--- config.mk ---
export PLATFORM = sky130hd
export DESIGN_NAME = scan_breakpoint_clusterer
export DESIGN_NICKNAME = d
export VERILOG_FILES = /design/src/sbc_pkg.sv /design/src/sbc_cordic.sv /design/src/scan_breakpoint_clusterer.sv
export SDC_FILE = /design/constraint.sdc
export NUM_CORES = 2
export LEC_CHECK = 0
export BUFFER_PORTS_ARGS = -buffer_cell sky130_fd_sc_hd__buf_4
export CAP_MARGIN = 0
export CORE_ASPECT_RATIO = 1.75
export CORE_UTILIZATION = 48
export CTS_CLUSTER_DIAMETER = 100
export DETAILED_ROUTE_END_ITERATION = 12
export PLACE_DENSITY = 0.66
export SYNTH_ARGS = -nofsm -noshare
export SYNTH_HDL_FRONTEND = slang
export SYNTH_SLANG_ARGS = --single-unit
--- constraint.sdc ---
create_clock -name clk -period 9.8 [get_ports clk]
set_input_delay 1.47 -clock clk [delete_from_list [all_inputs] [get_ports clk]]
set_output_delay 1.47 -clock clk [all_outputs]
set_load 0.02 [all_outputs]
--- src/sbc_pkg.sv ---
// sbc_pkg: shared types, constants and the arctangent table of the scan clusterer
// no dependencies
`timescale 1ns / 1ps

package sbc_pkg;

  localparam int MAX_SAMPLES_DEF   = 4096;
  localparam int TRIG_FRAC_DEF     = 16;
  localparam int CORDIC_STEPS      = 24;
  localparam int CNT_W             = 5;
  localparam int CX_W              = 34;
  localparam int CZ_W              = 32;
  localparam int COORD_W           = 17;
  localparam int COORD_LIMIT       = 65535;
  localparam int ID_W              = 12;
  localparam int CFG_IDX_W         = 3;
  localparam int CFG_W             = 16;

  localparam logic signed [CX_W-1:0] CORDIC_GAIN = 34'sd652032874;

  localparam logic [CFG_IDX_W-1:0] REG_RANGE_FLOOR    = 3'd0;
  localparam logic [CFG_IDX_W-1:0] REG_RANGE_CEILING  = 3'd1;
  localparam logic [CFG_IDX_W-1:0] REG_START_ANGLE    = 3'd2;
  localparam logic [CFG_IDX_W-1:0] REG_ANGLE_STEP     = 3'd3;
  localparam logic [CFG_IDX_W-1:0] REG_BREAK_DISTANCE = 3'd4;

  typedef enum logic [3:0] {
    S_IDLE,
    S_ANGLE,
    S_START,
    S_ROT,
    S_PROJ_X,
    S_PROJ_Y,
    S_DIFF_X,
    S_DIFF_Y,
    S_LIMIT,
    S_UPDATE,
    S_EMIT,
    S_FLUSH,
    S_EMIT_LAST
  } state_t;

  // arctangent of 2^-i in 32-bit binary angle units
  function automatic logic signed [CZ_W-1:0] atan_at(input logic [CNT_W-1:0] i);
    logic signed [CZ_W-1:0] v;
    case (i)
      5'd0:  v = 32'sd536870912;
      5'd1:  v = 32'sd316933406;
      5'd2:  v = 32'sd167458907;
      5'd3:  v = 32'sd85004756;
      5'd4:  v = 32'sd42667331;
      5'd5:  v = 32'sd21354465;
      5'd6:  v = 32'sd10679838;
      5'd7:  v = 32'sd5340245;
      5'd8:  v = 32'sd2670163;
      5'd9:  v = 32'sd1335087;
      5'd10: v = 32'sd667544;
      5'd11: v = 32'sd333772;
      5'd12: v = 32'sd166886;
      5'd13: v = 32'sd83443;
      5'd14: v = 32'sd41722;
      5'd15: v = 32'sd20861;
      5'd16: v = 32'sd10430;
      5'd17: v = 32'sd5215;
      5'd18: v = 32'sd2608;
      5'd19: v = 32'sd1304;
      5'd20: v = 32'sd652;
      5'd21: v = 32'sd326;
      5'd22: v = 32'sd163;
      5'd23: v = 32'sd81;
      default: v = '0;
    endcase
    return v;
  endfunction

endpackage

--- src/sbc_cordic.sv ---
// sbc_cordic: iterative rotation-mode cordic, one step a cycle, with quadrant fold
// depends on sbc_pkg
`timescale 1ns / 1ps

module sbc_cordic import sbc_pkg::*; #(
  parameter int TRIG_FRACTION_BITS = TRIG_FRAC_DEF
) (
  input  logic                               clk,
  input  logic                               rst_n,
  input  logic                               start_i,
  input  logic [15:0]                        angle_i,
  output logic                               busy_o,
  output logic signed [TRIG_FRACTION_BITS+1:0] cos_o,
  output logic signed [TRIG_FRACTION_BITS+1:0] sin_o
);

  localparam int TW = TRIG_FRACTION_BITS + 2;
  localparam int SH = 30 - TRIG_FRACTION_BITS;

  logic signed [CX_W-1:0] x_r, y_r, x_nxt, y_nxt, dx, dy;
  logic signed [CZ_W-1:0] z_r, z_nxt;
  logic [CNT_W-1:0]       cnt_r;
  logic                   busy_r;
  logic [1:0]             quad_r;
  logic signed [TW-1:0]   cq, sq;

  always_comb begin
    dx = y_r >>> cnt_r;
    dy = x_r >>> cnt_r;
    if (!z_r[CZ_W-1]) begin
      x_nxt = x_r - dx;
      y_nxt = y_r + dy;
      z_nxt = z_r - atan_at(cnt_r);
    end else begin
      x_nxt = x_r + dx;
      y_nxt = y_r - dy;
      z_nxt = z_r + atan_at(cnt_r);
    end
  end

  always_ff @(posedge clk) begin
    if (!rst_n) begin
      busy_r <= 1'b0;
      cnt_r  <= '0;
    end else if (start_i) begin
      busy_r <= 1'b1;
      cnt_r  <= '0;
    end else if (busy_r) begin
      cnt_r <= cnt_r + 1'b1;
      if (cnt_r == CNT_W'(CORDIC_STEPS - 1)) busy_r <= 1'b0;
    end
  end

  always_ff @(posedge clk) begin
    if (start_i) begin
      x_r    <= CORDIC_GAIN;
      y_r    <= '0;
      z_r    <= $signed({2'b00, angle_i[13:0], 16'h0000});
      quad_r <= angle_i[15:14];
    end else if (busy_r) begin
      x_r <= x_nxt;
      y_r <= y_nxt;
      z_r <= z_nxt;
    end
  end

  assign cq = TW'(x_r >>> SH);
  assign sq = TW'(y_r >>> SH);

  always_comb begin
    case (quad_r)
      2'd0: begin cos_o = cq;  sin_o = sq;  end
      2'd1: begin cos_o = -sq; sin_o = cq;  end
      2'd2: begin cos_o = -cq; sin_o = -sq; end
      default: begin cos_o = sq; sin_o = -cq; end
    endcase
  end

  assign busy_o = busy_r;

endmodule

--- src/scan_breakpoint_clusterer.sv ---
// scan_breakpoint_clusterer: splits a laser scan into clusters and reports bounding boxes
// depends on sbc_pkg and sbc_cordic
//
//  channel | ports                               | handshake
//  --------+-------------------------------------+---------------------
//  in      | in_range_mm, in_scan_end            | in_valid / in_ready
//  out     | out_cluster_id .. out_scan_done     | out_valid / out_ready
//  cfg     | cfg_index, cfg_wdata                | cfg_we, no wait
//
// a sample in range passes through the 24 cordic steps and through
// one shared multiplier used six times in turn; a sample out of range skips both
// one sample at a time: in_ready is low until its results have gone out
// up to two result beats per sample, each held until out_ready
// synchronous active-low reset, no clearing pass
`timescale 1ns / 1ps

module scan_breakpoint_clusterer import sbc_pkg::*; #(
  parameter int MAX_SAMPLES        = MAX_SAMPLES_DEF,
  parameter int TRIG_FRACTION_BITS = TRIG_FRAC_DEF
) (
  input  logic                      clk,
  input  logic                      rst_n,
  input  logic                      in_valid,
  output logic                      in_ready,
  input  logic [15:0]               in_range_mm,
  input  logic                      in_scan_end,
  output logic                      out_valid,
  input  logic                      out_ready,
  output logic [ID_W-1:0]           out_cluster_id,
  output logic signed [COORD_W-1:0] out_center_x,
  output logic signed [COORD_W-1:0] out_center_y,
  output logic [COORD_W-1:0]        out_box_width,
  output logic [COORD_W-1:0]        out_box_height,
  output logic                      out_scan_done,
  input  logic                      cfg_we,
  input  logic [CFG_IDX_W-1:0]      cfg_index,
  input  logic [CFG_W-1:0]          cfg_wdata
);

  localparam int IDX_W = $clog2(MAX_SAMPLES);
  localparam int TW    = TRIG_FRACTION_BITS + 2;
  localparam int MB    = (TW > 18) ? TW : 18;
  localparam int PW    = 18 + MB;
  localparam logic signed [PW:0] HALF  = (PW+1)'(2 ** (TRIG_FRACTION_BITS - 1));
  localparam logic signed [PW:0] LIM_P = (PW+1)'(COORD_LIMIT);
  localparam logic signed [PW:0] LIM_N = -LIM_P;

  state_t state_r, state_nxt;

  logic [15:0] floor_r, ceil_r, start_r, step_r, bd_r;
  logic [15:0] range_r;
  logic        last_r;
  logic [IDX_W-1:0] idx_r;
  logic [ID_W-1:0]  cnum_r;
  logic        open_r;
  logic signed [COORD_W-1:0] x_r, y_r, last_x_r, last_y_r;
  logic signed [COORD_W-1:0] min_x_r, max_x_r, min_y_r, max_y_r;
  logic signed [PW-1:0] prod_r;
  logic signed [PW:0]   sq_r, sum_r;

  logic signed [17:0]   mul_a, dx, dy;
  logic signed [MB-1:0] mul_b;
  logic signed [PW-1:0] prod;
  logic signed [PW:0]   rnd, shf;
  logic signed [COORD_W-1:0] proj;
  logic        near;

  logic                 cor_start, cor_busy;
  logic signed [TW-1:0] cor_cos, cor_sin;

  logic [COORD_W-1:0]        res_w, res_h;
  logic signed [COORD_W-1:0] res_cx, res_cy;
  logic        load_out, load_done;

  logic [ID_W-1:0]           oid_r;
  logic signed [COORD_W-1:0] ocx_r, ocy_r;
  logic [COORD_W-1:0]        ow_r, oh_r;
  logic                      odone_r;

  sbc_cordic #(.TRIG_FRACTION_BITS(TRIG_FRACTION_BITS)) u_cordic (
    .clk     (clk),
    .rst_n   (rst_n),
    .start_i (cor_start),
    .angle_i (start_r + prod_r[15:0]),
    .busy_o  (cor_busy),
    .cos_o   (cor_cos),
    .sin_o   (cor_sin)
  );

  // configuration
  always_ff @(posedge clk) begin
    if (!rst_n) begin
      floor_r <= 16'd0;
      ceil_r  <= 16'hFFFF;
      start_r <= 16'h8000;
      step_r  <= 16'd16;
      bd_r    <= 16'd300;
    end else if (cfg_we) begin
      case (cfg_index)
        REG_RANGE_FLOOR:    floor_r <= cfg_wdata;
        REG_RANGE_CEILING:  ceil_r  <= cfg_wdata;
        REG_START_ANGLE:    start_r <= cfg_wdata;
        REG_ANGLE_STEP:     step_r  <= cfg_wdata;
        REG_BREAK_DISTANCE: bd_r    <= cfg_wdata;
        default: ;
      endcase
    end
  end

  assign dx = 18'(x_r) - 18'(last_x_r);
  assign dy = 18'(y_r) - 18'(last_y_r);

  // shared multiplier operand select
  always_comb begin
    case (state_r)
      S_ANGLE:  begin mul_a = $signed(18'(idx_r));   mul_b = $signed(MB'(step_r)); end
      S_PROJ_X: begin mul_a = $signed(18'(range_r)); mul_b = MB'(cor_cos);         end
      S_PROJ_Y: begin mul_a = $signed(18'(range_r)); mul_b = MB'(cor_sin);         end
      S_DIFF_X: begin mul_a = dx;                    mul_b = MB'(dx);              end
      S_DIFF_Y: begin mul_a = dy;                    mul_b = MB'(dy);              end
      S_LIMIT:  begin mul_a = $signed(18'(bd_r));    mul_b = $signed(MB'(bd_r));   end
      default:  begin mul_a = '0;                    mul_b = '0;                   end
    endcase
  end

  assign prod = mul_a * mul_b;

  // round to millimetres and clamp
  always_comb begin
    rnd = $signed({prod_r[PW-1], prod_r}) + HALF;
    shf = rnd >>> TRIG_FRACTION_BITS;
    if (shf > LIM_P)      proj = COORD_W'(LIM_P);
    else if (shf < LIM_N) proj = COORD_W'(LIM_N);
    else                  proj = COORD_W'(shf);
  end

  assign near = (sum_r <= $signed({prod_r[PW-1], prod_r}));

  assign res_w  = COORD_W'(max_x_r - min_x_r);
  assign res_h  = COORD_W'(max_y_r - min_y_r);
  assign res_cx = min_x_r + $signed({1'b0, res_w[COORD_W-1:1]});
  assign res_cy = min_y_r + $signed({1'b0, res_h[COORD_W-1:1]});

  // next state
  always_comb begin
    state_nxt = state_r;
    case (state_r)
      S_IDLE: begin
        if (in_valid) begin
          if (floor_r <= in_range_mm && in_range_mm <= ceil_r) state_nxt = S_ANGLE;
          else state_nxt = S_FLUSH;
        end
      end
      S_ANGLE:  state_nxt = S_START;
      S_START:  state_nxt = S_ROT;
      S_ROT:    if (!cor_busy) state_nxt = S_PROJ_X;
      S_PROJ_X: state_nxt = S_PROJ_Y;
      S_PROJ_Y: state_nxt = S_DIFF_X;
      S_DIFF_X: state_nxt = S_DIFF_Y;
      S_DIFF_Y: state_nxt = S_LIMIT;
      S_LIMIT:  state_nxt = S_UPDATE;
      S_UPDATE: state_nxt = (open_r && !near) ? S_EMIT : S_FLUSH;
      S_EMIT:   if (out_ready) state_nxt = S_FLUSH;
      S_FLUSH:  state_nxt = (last_r && open_r) ? S_EMIT_LAST : S_IDLE;
      S_EMIT_LAST: if (out_ready) state_nxt = S_IDLE;
      default:  state_nxt = S_IDLE;
    endcase
  end

  // outputs of the sequencer
  always_comb begin
    in_ready  = (state_r == S_IDLE);
    out_valid = (state_r == S_EMIT) || (state_r == S_EMIT_LAST);
    cor_start = (state_r == S_START);
    load_out  = 1'b0;
    load_done = 1'b0;
    case (state_r)
      S_UPDATE: load_out = open_r && !near;
      S_FLUSH: begin
        load_out  = last_r && open_r;
        load_done = 1'b1;
      end
      default: ;
    endcase
  end

  always_ff @(posedge clk) begin
    if (!rst_n) state_r <= S_IDLE;
    else        state_r <= state_nxt;
  end

  // scan state
  always_ff @(posedge clk) begin
    if (!rst_n) begin
      idx_r    <= '0;
      cnum_r   <= '0;
      open_r   <= 1'b0;
      last_x_r <= '0;
      last_y_r <= '0;
      min_x_r  <= '0;
      max_x_r  <= '0;
      min_y_r  <= '0;
      max_y_r  <= '0;
    end else begin
      case (state_r)
        S_UPDATE: begin
          if (open_r && near) begin
            if (x_r < min_x_r) min_x_r <= x_r;
            if (x_r > max_x_r) max_x_r <= x_r;
            if (y_r < min_y_r) min_y_r <= y_r;
            if (y_r > max_y_r) max_y_r <= y_r;
          end else begin
            // the breaking point, or the first sample when none is open, opens a new cluster
            if (open_r) cnum_r <= cnum_r + 1'b1;
            min_x_r <= x_r;
            max_x_r <= x_r;
            min_y_r <= y_r;
            max_y_r <= y_r;
            open_r  <= 1'b1;
          end
          last_x_r <= x_r;
          last_y_r <= y_r;
        end
        S_FLUSH: begin
          if (last_r) begin
            idx_r  <= '0;
            cnum_r <= '0;
            open_r <= 1'b0;
          end else if (idx_r == IDX_W'(MAX_SAMPLES - 1)) begin
            idx_r <= '0;
          end else begin
            idx_r <= idx_r + 1'b1;
          end
        end
        default: ;
      endcase
    end
  end

  // datapath registers
  always_ff @(posedge clk) begin
    if (state_r == S_IDLE && in_valid) begin
      range_r <= in_range_mm;
      last_r  <= in_scan_end;
    end
    prod_r <= prod;
    case (state_r)
      S_PROJ_Y: x_r  <= proj;
      S_DIFF_X: y_r  <= proj;
      S_DIFF_Y: sq_r <= $signed({prod_r[PW-1], prod_r});
      S_LIMIT:  sum_r <= sq_r + $signed({prod_r[PW-1], prod_r});
      default: ;
    endcase
  end

  // result beat register
  always_ff @(posedge clk) begin
    if (load_out) begin
      oid_r   <= cnum_r;
      ocx_r   <= res_cx;
      ocy_r   <= res_cy;
      ow_r    <= res_w;
      oh_r    <= res_h;
      odone_r <= load_done;
    end
  end

  assign out_cluster_id = oid_r;
  assign out_center_x   = ocx_r;
  assign out_center_y   = ocy_r;
  assign out_box_width  = ow_r;
  assign out_box_height = oh_r;
  assign out_scan_done  = odone_r;

  a_one_side: assert property (@(posedge clk) disable iff (!rst_n)
    in_ready |-> !out_valid)
    else $error("input taken while a result beat waits");

  a_scan_restart: assert property (@(posedge clk) disable iff (!rst_n)
    (out_valid && out_ready && out_scan_done) |=> (idx_r == '0 && !open_r && cnum_r == '0))
    else $error("scan state not cleared after final beat");

  a_box_order: assert property (@(posedge clk) disable iff (!rst_n)
    open_r |-> (min_x_r <= max_x_r && min_y_r <= max_y_r))
    else $error("bounding box inverted");

  a_rot_wait: assert property (@(posedge clk) disable iff (!rst_n)
    (state_r == S_START) |=> cor_busy)
    else $error("rotation unit did not start");

endmodule

==> reports/results.tsv <==
stage	metric	value	unit
synth	Synth top cells by count	807 x nand2_1, 686 x inv_1, 489 x ha_1, 389 x nor2_1, 369 x dfxtp_1	
final_layout	Post-Route Utilization	0.530	
synth	EDFF count, synth	221	
sta	RSZ-0062 raised after global routing	no	
clock_network	CTS Hold Bufs	0	
worst_setup_path	CP Class	reg2reg	
power	PD cells	198	nW/um^2
power	switch share	0.439	
worst_setup_path	Worst path slowest cell	fa_1	
floorplanning	Die Ht	454	um
global_route	GR peak layer	met2	
synth	Distinct cells, synth	115	
floorplanning	io pins	124	
power	power share of the combinational group	0.538	
power	power share of the sequential group	0.254	
worst_setup_path	Worst EP arrival	9.92	ns
sta	Setup Skew	0.0691	ns
floorplanning	num rows	165	
sta	Final Critical Period	9.28	ns
synth	Main synth FF type	dfxtp_1	
power	switching power	5320	uW
worst_setup_path	CP max stage delay	0.53	ns
synth	Yosys top cell by area	dfxtp_1	
clock_network	CTS HTree Levels	2	
sta	Tcrit/Tclk final	0.947	
placed_design	Buffers on Ports	123	
floorplanning	Die ar.	118000	um^2
synth	Cells after Synth	6320	
outcome	outcome	completed	
sta	slew margin rel.	0.200	
detailed_routing	WL/cell	24.0	um
detailed_routing	initial detailed-routing violation count	3609	
synth	synthesized area per cell	8.87	um^2
floorplanning	Starting Density	0.485	
final_layout	Syn-to-layout area delta	9.28	%
sta	Min Hold Slack	0.467	ns
final_layout	nets	7275	
clock_network	clk_lat worst skew	0.71	ns
global_route	vias in the first global route	48400	
worst_setup_path	RR Startpoint	y_r[0]$_DFFE_PP_	
clock_network	CTS tree	done	
sta	# setup viols final	0	
global_route	gr ovfl total	0	
power	Max rail drop VDD	0.000182	V
placed_design	GPL Wtd Cong	1.00	
clock_network	clock buffer count from CTS	60	
detailed_routing	Residual DRC	0	
synth	Post-Synthesis Cell Area	56000	um^2
sta	Hold Violations, Final	0	
detailed_routing	first drt pass iteration count	7	
detailed_routing	Post-Route WL	191000	um
synth	Syn Nets	7191	
worst_setup_path	critical path endpoint category	flop	
min_path	hold_sp	cnum_r[11]$_SDFFE_PN0P_	
floorplanning	Core ar.	116000	um^2
sta	Final Slew Violations	0	
synth	Yosys reg bits	590	
power	Leak Pwr	0.0266	uW
detailed_routing	via density per instance	6.02	
clock_network	CTS Root Cell	clkbuf_16	
sta	Max Clk Rate	108	MHz
global_route	GRT Overall Usage	0.324	
worst_setup_path	Worst R2R Path Depth	38	
worst_setup_path	Required @ worst endpoint	10.44	ns
synth	Synth area leaders	dfxtp_1 13%, fa_1 12%, edfxtp_1 12%	
final_layout	layout cells sized above 1	0.0971	
sta	worst-margin pin slew	1.20	ns
clock_network	CTS resizes	0	
sta	setup_tns	0	ns
floorplanning	die width	260	um
synth	yosys synthesis warning count	0	
min_path	Hold Crit Depth	0	
synth	Synth top area share	0.132	
power	Pint	6810	uW
worst_setup_path	crit start category	flop	
min_path	hold endpoint	out_cluster_id[11]$_DFFE_PP_	
worst_setup_path	R2R setup slack	0.52	ns
worst_setup_path	CP Max Fanout	6	
detailed_routing	DR vias	47900	
global_route	largest net degree at the start of global routing	96	
worst_setup_path	Worst R2R End	prod_r[34]$_DFF_P_	
synth	count leader, synth	nand2_1	
worst_setup_path	most used cell, CP	fa_1	
global_route	first-pass GRT wire length	289000	um
global_route	met3 usage	0.0464	
power	Overall Power	12100	uW
clock_network	setup bufs post-CTS	0	
run	max-cap check violation count	0	
global_route	met2 usage	0.577	
global_route	M1 GR Usage	0.331	
synth	sequential cell area fraction in the yosys report	0.250	
placed_design	dpl hpwl	151000	um
clock_network	clk slew on worst S/H paths	0.07	ns
clock_network	Sink Count	590	
synth	Post-synth ARST share	0	
global_route	initial antenna violation count	0	
min_path	Hold Path Class	reg2reg	
clock_network	buffers from clock root to sink, at most	3	
power	clock network fraction of total power	0.208	
detailed_routing	antenna violation net count after detailed routing	0	
==> worst max-delay path, delay by kind of cell, from the launching register on <==
kind,cells,cell delay (ns)
AND/OR/NAND/NOR,4,0.50
flip-flops,1,0.37
AO/OA/AOI/OAI,16,3.26
XOR/XNOR,1,0.15
adder cells (fa/ha/maj),9,4.00
buffers and inverters,8,0.90
==> power by group through the flow <==
stage                     clock network, uW  logic, uW  registers, uW
after floorplan                           0       4820           2980
after global placement                    0       6310           3120
after detailed placement                  0       6370           3130
after CTS                              2570       6430           3070
after global routing                   2650       7080           3100
final                                  2530       6520           3080
==> final cells by class <==
type / instances / area (um^2)
clock inverter: 46 / 528
timing repair buffer: 308 / 2350
multi-input combinational: 4750 / 38200
clock buffer: 68 / 1580
antenna: 1 / 2.50
tap: 1503 / 1880
inverter: 694 / 2610
sequential: 590 / 14000
fill: 10900 / 54400
==> worst max path at each step <==
| stage | slack, ns | to | start | depth (start not counted) |
|---|---|---|---|---|
| 6_report | 0.52 | prod_r[34]$_DFF_P_ | y_r[0]$_DFFE_PP_ | 38 |
| 4_1_cts | 0.12 | prod_r[34]$_DFF_P_ | x_r[0]$_DFFE_PP_ | 36 |
| 3_5_place_dp | 0.19 | prod_r[34]$_DFF_P_ | x_r[0]$_DFFE_PP_ | 36 |
| 5_1_grt | 0.02 | prod_r[34]$_DFF_P_ | y_r[0]$_DFFE_PP_ | 38 |
| 3_3_place_gp | 0.24 | prod_r[34]$_DFF_P_ | x_r[0]$_DFFE_PP_ | 36 |
| 2_1_floorplan | 0.05 | prod_r[34]$_DFF_P_ | state_r[0]$_SDFFE_PN0P_ | 31 |
==> stage by stage <==
stage          cells  worst slack, ns  instance area [um^2]
6_report        7960            0.523                 61200
5_1_grt         7959           0.0185                 61200
4_1_cts         7957            0.120                 61200
3_5_place_dp    7843            0.191                 59100
3_3_place_gp    7843            0.243                 59100
2_1_floorplan   6320           0.0461                 56000
==> layer usage <==
layer,up-vias,share of wire,routed length [um]
li1,22000,-,-
met2,1692,0.50,96100
met4,0,0.10,19300
met1,23500,0.34,65600
met5,-,0,0
met3,675,0.054,10300
==> sequential cells by signal, summed over array words and instances (netlist names), 17 cells and up, named ones only <==
| register | cells |
|---|---|
| max_x_r | 17 |
| min_x_r | 17 |
| min_y_r | 17 |
| x_r | 17 |
| sum_r | 37 |
| max_y_r | 17 |
| y_r | 17 |
| u_cordic.y_r | 34 |
| out_box_height | 17 |
| sq_r | 36 |
| u_cordic.z_r | 32 |
| last_y_r | 17 |
| last_x_r | 17 |
| out_center_y | 17 |
| u_cordic.x_r | 34 |
| prod_r | 36 |
| out_center_x | 17 |
| out_box_width | 17 |
==> logic make-up after synthesis <==
family                   after synthesis  synth area share
multiplexers                         254            0.0651
adder cells (fa/ha/maj)              830             0.231
XOR/XNOR                             396            0.0619
buffers and inverters                980            0.0694
flip-flops                           590             0.250
AO/OA/AOI/OAI                       1451             0.173
AND/OR/NAND/NOR                     1819             0.150
==> placed cells by master (no fill, tap or decap), types with 15 or more instances in the layout <==
cell       instances
nand3_1           98
a211o_1           15
o211ai_1          51
a22oi_1           36
dfxtp_1          363
o31ai_1           21
mux2i_1          150
inv_1            684
mux2_2            17
clkbuf_16         61
and3_1            44
nor2b_1           93
o21a_1            64
fa_1             340
a21boi_0         117
o21ai_0          280
nand2b_1          53
and2_1            64
nand4_1           50
edfxtp_1         221
nor2_1           388
ha_1             489
o21bai_1          39
o22ai_1           27
a221o_1           19
mux4_2            82
nand2_1          807
xor2_1           127
a221oi_1          17
or3_1             22
a21o_1           132
nor3b_1           15
buf_4            303
a21oi_1          343
or2_2             21
a211oi_1          42
nor3_1            75
xnor2_1          269
a31oi_1           50
Power figures use the tool's default switching activity.
